### config.mk
export PLATFORM = sky130hd
export DESIGN_NAME = bounded_deque_with_dump
export DESIGN_NICKNAME = d
export VERILOG_FILES = /design/src/sv/bdq_pkg.sv /design/src/sv/bounded_deque_with_dump.sv /design/src/sv/bdq_ctrl.sv /design/src/sv/bdq_dp.sv
export SDC_FILE = /design/constraint.sdc
export NUM_CORES = 1
export LEC_CHECK = 0
export BUFFER_PORTS_ARGS = -buffer_cell sky130_fd_sc_hd__buf_2
export CAP_MARGIN = 20
export CORE_AREA = 2 2 425 216
export CTS_CLUSTER_DIAMETER = 50
export DETAILED_ROUTE_END_ITERATION = 7
export DIE_AREA = 0 0 427 218
export GPL_ROUTABILITY_DRIVEN = 0
export PLACE_DENSITY = 0.65
export SETUP_SLACK_MARGIN = 0.3
export SLEW_MARGIN = 20
export SYNTH_ARGS = -nofsm -noshare
export SYNTH_HDL_FRONTEND = slang
export SYNTH_SLANG_ARGS = --single-unit
### constraint.sdc
create_clock -name clk -period 8.8 [get_ports clk]
set_input_delay 0.44 -clock clk [delete_from_list [all_inputs] [get_ports clk]]
set_output_delay 0.44 -clock clk [all_outputs]
set_load 0.02 [all_outputs]
### src/sv/bdq_pkg.sv
`timescale 1ns / 1ps
`default_nettype none

package bdq_pkg;

  // Field widths
  localparam int OP_W   = 3;
  localparam int DATA_W = 32;
  localparam int ST_W   = 2;

  // Default store depth
  localparam int BDQ_DEPTH = 32;

  // Opcodes
  localparam logic [OP_W-1:0] OP_DISPLAY    = 3'd0;
  localparam logic [OP_W-1:0] OP_PUSH_BACK  = 3'd1;
  localparam logic [OP_W-1:0] OP_PUSH_FRONT = 3'd2;
  localparam logic [OP_W-1:0] OP_POP_BACK   = 3'd3;
  localparam logic [OP_W-1:0] OP_POP_FRONT  = 3'd4;

  // Result status codes
  localparam logic [ST_W-1:0] ST_OK    = 2'd0;
  localparam logic [ST_W-1:0] ST_EMPTY = 2'd1;
  localparam logic [ST_W-1:0] ST_FULL  = 2'd2;

  // Commands from controller to datapath
  typedef struct packed {
    logic            start;  // execute a newly accepted item
    logic [OP_W-1:0] op;     // opcode of that item
    logic            load;   // load the output register
    logic            adv;    // step the display walk to the next entry
  } bdq_cmd_t;

endpackage

`default_nettype wire

### src/sv/bounded_deque_with_dump.sv
`timescale 1ns / 1ps
`default_nettype none

// Channel   Dir  Handshake          Payload
// s_*       in   s_tvalid/s_tready  s_tuser opcode, s_tdata value
// m_*       out  m_tvalid/m_tready  m_tuser status, m_tdata value_res, m_tlast last
//
// Push and pop accept the item, then load the output register after the
// registered store read. Display reads one entry per cycle through the single
// store read port, unless the output stalls; an empty display gives one result.
// Synchronous reset empties the store; entry contents are not cleared.
// A stalled output holds the controller in its emit state; input is taken
// only between items. Opcodes 5 to 7 are accepted and dropped.

module bounded_deque_with_dump
  import bdq_pkg::*;
#(
  parameter int DEPTH = BDQ_DEPTH
) (
  input  logic              clk,
  input  logic              rst,
  input  logic              s_tvalid,
  output logic              s_tready,
  input  logic [DATA_W-1:0] s_tdata,   // [31:0] value
  input  logic [OP_W-1:0]   s_tuser,   // [2:0] opcode
  output logic              m_tvalid,
  input  logic              m_tready,
  output logic [DATA_W-1:0] m_tdata,   // [31:0] value_res
  output logic [ST_W-1:0]   m_tuser,   // [1:0] status
  output logic              m_tlast
);

  bdq_cmd_t cmd;
  logic     res_last;

  bdq_ctrl u_ctrl (
    .clk      (clk),
    .rst      (rst),
    .s_tvalid (s_tvalid),
    .s_tready (s_tready),
    .s_op     (s_tuser),
    .m_tvalid (m_tvalid),
    .m_tready (m_tready),
    .res_last (res_last),
    .cmd      (cmd)
  );

  bdq_dp #(
    .DEPTH (DEPTH)
  ) u_dp (
    .clk        (clk),
    .rst        (rst),
    .cmd        (cmd),
    .in_value   (s_tdata),
    .res_last   (res_last),
    .out_status (m_tuser),
    .out_value  (m_tdata),
    .out_last   (m_tlast)
  );

endmodule

`default_nettype wire

### src/sv/bdq_ctrl.sv
`timescale 1ns / 1ps
`default_nettype none

module bdq_ctrl
  import bdq_pkg::*;
(
  input  logic            clk,
  input  logic            rst,
  input  logic            s_tvalid,
  output logic            s_tready,
  input  logic [OP_W-1:0] s_op,
  output logic            m_tvalid,
  input  logic            m_tready,
  input  logic            res_last,
  output bdq_cmd_t        cmd
);

  typedef enum logic {S_IDLE, S_EMIT} state_t;

  state_t state;
  logic   op_ok;
  logic   out_free;

  // Accept items only in the idle state, between items
  assign s_tready = (state == S_IDLE);
  assign op_ok    = (s_op <= OP_POP_FRONT);
  assign out_free = !m_tvalid || m_tready;

  // Issue commands
  always_comb begin
    cmd.op    = s_op;
    cmd.start = (state == S_IDLE) && s_tvalid && op_ok;
    cmd.load  = (state == S_EMIT) && out_free;
    cmd.adv   = cmd.load && !res_last;
  end

  // Hold state and output valid
  always_ff @(posedge clk) begin
    if (rst) begin
      state    <= S_IDLE;
      m_tvalid <= 1'b0;
    end else begin
      unique case (state)
        S_IDLE: begin
          if (cmd.start) state <= S_EMIT;
        end
        S_EMIT: begin
          if (cmd.load && res_last) state <= S_IDLE;
        end
        default: state <= S_IDLE;
      endcase
      if (cmd.load) begin
        m_tvalid <= 1'b1;
      end else if (m_tready) begin
        m_tvalid <= 1'b0;
      end
    end
  end

  // Every executed item enters the emit state to produce its results
  a_start_emit: assert property (@(posedge clk) disable iff (rst)
    cmd.start |=> (state == S_EMIT))
    else $error("start did not enter emit");

  // A load always presents a result next cycle
  a_load_valid: assert property (@(posedge clk) disable iff (rst)
    cmd.load |=> m_tvalid)
    else $error("loaded result not presented");

  // No load while a presented result is stalled
  a_no_overwrite: assert property (@(posedge clk) disable iff (rst)
    (m_tvalid && !m_tready) |-> !cmd.load)
    else $error("result overwritten while stalled");

endmodule

`default_nettype wire

### src/sv/bdq_dp.sv
`timescale 1ns / 1ps
`default_nettype none

module bdq_dp
  import bdq_pkg::*;
#(
  parameter int DEPTH = BDQ_DEPTH
) (
  input  logic              clk,
  input  logic              rst,
  input  bdq_cmd_t          cmd,
  input  logic [DATA_W-1:0] in_value,
  output logic              res_last,
  output logic [ST_W-1:0]   out_status,
  output logic [DATA_W-1:0] out_value,
  output logic              out_last
);

  localparam int IW = (DEPTH > 1) ? $clog2(DEPTH) : 1;
  localparam int CW = $clog2(DEPTH + 1);

  logic [DATA_W-1:0] mem [DEPTH];
  logic [DATA_W-1:0] rd_data;

  logic [IW-1:0]     front;
  logic [IW-1:0]     front_next;
  logic [CW-1:0]     count;
  logic [CW-1:0]     count_next;
  logic [CW-1:0]     walk;
  logic [CW-1:0]     walk_inc;
  logic              disp_q;
  logic              use_rd;
  logic              use_rd_next;
  logic [ST_W-1:0]   status_q;
  logic [ST_W-1:0]   status_next;

  logic              empty;
  logic              full;
  logic [IW-1:0]     front_dec;
  logic [IW-1:0]     front_inc;
  logic              wr_en;
  logic [IW-1:0]     wr_addr;
  logic              rd_en;
  logic [IW-1:0]     rd_addr;

  // Ring slot at an offset from the front; for offsets up to the depth the sum stays below twice the depth
  function automatic logic [IW-1:0] slot(input logic [IW-1:0] base,
                                         input logic [CW-1:0] off);
    logic [CW:0] sum;
    sum = {{(CW + 1 - IW){1'b0}}, base} + {1'b0, off};
    if (sum >= (CW + 1)'(DEPTH)) sum = sum - (CW + 1)'(DEPTH);
    return sum[IW-1:0];
  endfunction

  assign empty     = (count == '0);
  assign full      = (count == CW'(DEPTH));
  assign front_dec = (front == '0) ? IW'(DEPTH - 1) : front - 1'b1;
  assign front_inc = (front == IW'(DEPTH - 1)) ? '0 : front + 1'b1;
  assign walk_inc  = walk + 1'b1;

  // Decode the operation into memory accesses and pointer updates
  always_comb begin
    wr_en       = 1'b0;
    wr_addr     = front;
    rd_en       = 1'b0;
    rd_addr     = front;
    front_next  = front;
    count_next  = count;
    status_next = status_q;
    use_rd_next = use_rd;
    if (cmd.start) begin
      status_next = ST_OK;
      use_rd_next = 1'b0;
      unique case (cmd.op)
        OP_DISPLAY: begin
          rd_en       = !empty;
          status_next = empty ? ST_EMPTY : ST_OK;
          use_rd_next = !empty;
        end
        OP_PUSH_BACK: begin
          wr_addr = slot(front, count);
          if (full) begin
            status_next = ST_FULL;
          end else begin
            wr_en      = 1'b1;
            count_next = count + 1'b1;
          end
        end
        OP_PUSH_FRONT: begin
          wr_addr = front_dec;
          if (full) begin
            status_next = ST_FULL;
          end else begin
            wr_en      = 1'b1;
            front_next = front_dec;
            count_next = count + 1'b1;
          end
        end
        OP_POP_BACK: begin
          rd_addr = slot(front, count - 1'b1);
          if (empty) begin
            status_next = ST_EMPTY;
          end else begin
            rd_en       = 1'b1;
            use_rd_next = 1'b1;
            count_next  = count - 1'b1;
          end
        end
        OP_POP_FRONT: begin
          if (empty) begin
            status_next = ST_EMPTY;
          end else begin
            rd_en       = 1'b1;
            use_rd_next = 1'b1;
            front_next  = front_inc;
            count_next  = count - 1'b1;
          end
        end
        default: begin
          status_next = status_q;
        end
      endcase
    end else if (cmd.adv) begin
      rd_en   = 1'b1;
      rd_addr = slot(front, walk_inc);
    end
  end

  // Store: one write port, one registered read port
  always_ff @(posedge clk) begin
    if (wr_en) mem[wr_addr] <= in_value;
    if (rd_en) rd_data <= mem[rd_addr];
  end

  // Hold ring pointers
  always_ff @(posedge clk) begin
    if (rst) begin
      front <= '0;
      count <= '0;
    end else begin
      front <= front_next;
      count <= count_next;
    end
  end

  // Hold per-item result context and display walk position
  always_ff @(posedge clk) begin
    status_q <= status_next;
    use_rd   <= use_rd_next;
    if (cmd.start) begin
      disp_q <= (cmd.op == OP_DISPLAY);
      walk   <= '0;
    end else if (cmd.adv) begin
      walk <= walk_inc;
    end
  end

  // Final result of the item: any non-display, an empty display, or the last entry
  assign res_last = !disp_q || (status_q != ST_OK) || (walk_inc == count);

  // Load the output register
  always_ff @(posedge clk) begin
    if (cmd.load) begin
      out_status <= status_q;
      out_value  <= use_rd ? rd_data : '0;
      out_last   <= res_last;
    end
  end

  a_count_bound: assert property (@(posedge clk) disable iff (rst)
    count <= CW'(DEPTH))
    else $error("entry count above depth");

  a_front_bound: assert property (@(posedge clk) disable iff (rst)
    front <= IW'(DEPTH - 1))
    else $error("front index out of ring");

  a_push_grows: assert property (@(posedge clk) disable iff (rst)
    (cmd.start && !full && (cmd.op == OP_PUSH_BACK || cmd.op == OP_PUSH_FRONT))
      |=> (count == $past(count) + 1'b1))
    else $error("push did not grow the store");

endmodule

`default_nettype wire
==> out/metrics.yaml <==
run_status: "complete, no violations"
core_um2: 89600
largest_family_of_logic_cells_by_synthesized_area: "simple AND/OR/NAND/NOR gates"
synthSimpleGateAreaFrac_pct: 14.9
io_buffer_count: 75
synth-seq-area-share_pct: 74.9
post-synth-top-count-cell: "sky130_fd_sc_hd__edfxtp_1"
top_level_ports: 76
regToRegEndpoint: "u_dp.rd_data[13]"
hold_path_depth: 4
synth-warning-count: 0
mean_cell_area_of_the_mapped_netlist_um2: 13.6
final_net_count: 3350
timing_max_transition_violations_final: 0
type_of_the_most_critical_hold_path: "input port to flip-flop"
globalRouteTotalUtil_pct: 28.2
yosys-mux-area-fraction_pct: 0.874
grt_max_degree: 172
power.total_uw: 11000
area.sequential_um2: 33300
layout_worst_path_cycle_share_pct: 63.5
place.detailed.hpwl_um: 69000
worst-setup-path-type: "flip-flop to flip-flop"
die_width_um: 427
topRoutingLayerUsed: "met5"
initial_utilization_pct: 49.6
avgRoutedWirePerCell_um: 29.0
commonest_register_cell_after_synthesis: "sky130_fd_sc_hd__edfxtp_1"
mappedNetlistArea_um2: 44400
fraction_of_the_mapped_netlist_area_in_compound_gates_pct: 5.48
worstHoldEndpoint: "u_ctrl.m_tvalid"
cts_htree_levels: 3
post_cts_resize_count: 0
max-clock-path-buffers: 3
syn_to_final_growth_pct: 11.2
clkSinkCount: 1114
reg2reg_setup_slack_ns: 3.22
post_synth_fa_ha_maj_area_fraction_pct: 0.642
grt_antenna_before_repair: 11
peakVddDrop_uv: 175
yosys-top-cells-area: "sky130_fd_sc_hd__edfxtp_1 (74%), sky130_fd_sc_hd__nand2_1 (6.2%), sky130_fd_sc_hd__nand4_1 (3.6%), sky130_fd_sc_hd__nor2_1 (2.2%), sky130_fd_sc_hd__a21oi_1 (1.7%)"
first_pass_grt_wire_length_um: 189000
routed-wl-met2_um: 53500
post_synth_most_frequent_cells: "sky130_fd_sc_hd__edfxtp_1 (1095), sky130_fd_sc_hd__nand2_1 (733), sky130_fd_sc_hd__nor2_1 (266)"
floorplan.die.height_um: 218
slew_headroom_pct: 23.0
global_route.overflow_total: 0
met3_wirelength_um: 17900
crit_path_end_kind: "flip-flop"
die-area_um2: 93100
dr.first_iter.drc_count: 4711
routed-via-count: 29200
firstDrtPassIters: 8
synth_enable_flop_cells: 1095
worst-slew-pin-transition_ns: 1.15
final_layout_size_suffix_gt1_share_pct: 10.4
max_freq_mhz: 179
synth_fp_nets: 3332
timing.final.crit_period_ns: 5.58
clock_transition_at_the_register_clock_pins_on_the_worst_setup_and_hold_paths_after_cts_ns: 0.07
cts-buffers-inserted: 96
finalSetupViolCount: 0
multi_input_comb_area_um2: 10400
vias_per_cell: 6.38
clk-insertion-delay-late_ns: 0.70
critPathRequiredTime_ns: 9.24
final.setup_skew_ns: 0.0244
cap_viol_max_count: 0
final_cell_count_no_fill: 4573
final_util_pct: 55.1
leakage_uw: 0.0162
power.density_nw_per_um2: 223
yosys.area.top_type_share_pct: 74.1
final_hold_viol_count: 0
std_cell_rows: 78
cts-root-buf: "sky130_fd_sc_hd__clkbuf_16"
hold_worst_slack_ns: 0.0859
synth_xor_xnor_area_share_pct: 0.721
worst_r2r_path_depth: 15
postSynthRegisterBits: 1114
cp-start-kind: "flip-flop"
timing.critical_path.arrival_ns: 6.02
layout.filler_cells: 7034
met1Wirelength_um: 57000
routed_wirelength_um: 132000
cts_tree: "done"
drtAntennaViolNets: 0
crit_path_max_fanout: 36
dp.cells: 4392
asyncSetResetFlopFracSynth_pct: 0
yosys.cell_types.count: 62
syn-instance-count: 3272
cts_setup_buffers: 0
timing.hold.worst.start: "m_tready"
via_count_of_the_first_global_routing_pass: 27300
totalNegativeSetupSlack_ns: 0
unrepaired_setup_endpoints_after_global_routing: "no"
crit-reg2reg-launch: "u_dp.count[0]"
drcViolationCount: 0
holdBufCountCts: 0
synth_top_area_cell: "sky130_fd_sc_hd__edfxtp_1"
[sequential cells by signal, summed over array words and instances (netlist names), 2 cells and up]
register         flops
u_dp.count           6
u_dp.mem          1024
u_dp.status_q        2
u_dp.walk            6
u_dp.front           5
u_dp.rd_data        32
u_dp.out_value      32
u_dp.out_status      2
[how the worst max path moves through the flow]
stage / depth (start not counted) / end / from
floorplan: 12 / u_dp.rd_data[17] / u_ctrl.m_tvalid
CTS: 15 / u_dp.rd_data[13] / u_dp.count[1]
finish: 15 / u_dp.rd_data[13] / u_dp.count[0]
detailed placement: 15 / u_dp.rd_data[13] / u_dp.count[1]
global placement: 13 / u_dp.rd_data[19] / u_dp.front[0]
global route: 13 / u_dp.rd_data[10] / u_dp.front[0]
[critical path, cell delays in order, from the launching register on]
cell	delay, ns
sky130_fd_sc_hd__dfxtp_1	0.45
sky130_fd_sc_hd__inv_1	0.15
sky130_fd_sc_hd__ha_1	0.26
sky130_fd_sc_hd__xor2_1	0.15
sky130_fd_sc_hd__ha_1	0.33
sky130_fd_sc_hd__nor2b_1	0.16
sky130_fd_sc_hd__o21a_1	0.18
sky130_fd_sc_hd__o21ai_0	0.21
sky130_fd_sc_hd__a211oi_1	0.14
sky130_fd_sc_hd__nor2_1	0.52
sky130_fd_sc_hd__and3_2	1.10
sky130_fd_sc_hd__buf_4	0.63
sky130_fd_sc_hd__nand2_2	0.08
sky130_fd_sc_hd__buf_4	0.41
sky130_fd_sc_hd__o2111ai_1	0.42
sky130_fd_sc_hd__nor4_1	0.08
[layer usage]
metal,vias to the layer above,track usage [%]
met4,6,8.92
met1,14500,43.9
met5,-,0
met2,2096,37.8
li1,12300,-
met3,263,8.16
[cell families (layout without fill, tap and decap cells)]
kind of cell             after synthesis  after routing
AND/OR/NAND/NOR                     1469           1469
other                                  0              3
buffers and inverters                236            334
AO/OA/AOI/OAI                        360            360
XOR/XNOR                              35             35
adder cells (fa/ha/maj)               21             21
flip-flops                          1114           1114
multiplexers                          37             37
[layout by cell type, fill, tap and decap left out, types with 4 or more instances in the layout]
master	instances
sky130_fd_sc_hd__mux2i_1	35
sky130_fd_sc_hd__and2_1	34
sky130_fd_sc_hd__nor4_2	6
sky130_fd_sc_hd__buf_12	5
sky130_fd_sc_hd__edfxtp_1	1095
sky130_fd_sc_hd__nand2_1	729
sky130_fd_sc_hd__and3_1	4
sky130_fd_sc_hd__nor4_1	27
sky130_fd_sc_hd__a21o_1	5
sky130_fd_sc_hd__bufinv_16	12
sky130_fd_sc_hd__o22ai_1	38
sky130_fd_sc_hd__o21ai_0	7
sky130_fd_sc_hd__xnor2_1	20
sky130_fd_sc_hd__clkinv_1	14
sky130_fd_sc_hd__clkbuf_1	14
sky130_fd_sc_hd__ha_1	18
sky130_fd_sc_hd__clkinvlp_4	8
sky130_fd_sc_hd__inv_1	20
sky130_fd_sc_hd__nand3_1	104
sky130_fd_sc_hd__nand4_1	258
sky130_fd_sc_hd__xor2_1	14
sky130_fd_sc_hd__clkbuf_16	98
sky130_fd_sc_hd__o2111ai_1	64
sky130_fd_sc_hd__or3_1	4
sky130_fd_sc_hd__inv_6	5
sky130_fd_sc_hd__a21oi_1	151
sky130_fd_sc_hd__buf_4	55
sky130_fd_sc_hd__clkinv_2	19
sky130_fd_sc_hd__nor2_1	229
sky130_fd_sc_hd__nor2_4	39
sky130_fd_sc_hd__dfxtp_1	19
sky130_fd_sc_hd__nand2b_1	7
sky130_fd_sc_hd__a22oi_1	67
sky130_fd_sc_hd__buf_2	75
sky130_fd_sc_hd__nor2b_1	6
sky130_fd_sc_hd__nor3_1	8
sky130_fd_sc_hd__a211oi_1	4
[report_power, final]
group / leakage (uW) / switching [uW] / internal [uW] / total (uW)
clock network: 0.00157 / 1980 / 2440 / 4410
registers: 0.0100 / 17.0 / 5860 / 5870
logic: 0.00460 / 553 / 181 / 734
total: 0.0162 / 2550 / 8480 / 11000
[layout make-up]
cell class              count  area share, %
diodes                      3         0.0152
repair buffers            136           1.85
inverters                  20          0.152
clock inverters            63           1.42
clock buffers             115           5.15
flip-flops and latches   1114           67.3
multi-input cells        1922           21.0
well taps                1200           3.04
[per-stage QoR]
step                      area, um^2  setup WS (ns)
after floorplan                44400           4.36
after global placement         46100           3.50
after detailed placement       46100           3.42
after CTS                      49400           3.38
after global routing           49400           3.00
final                          49400           3.22
Note: power is estimated with default switching activity, not from simulation.
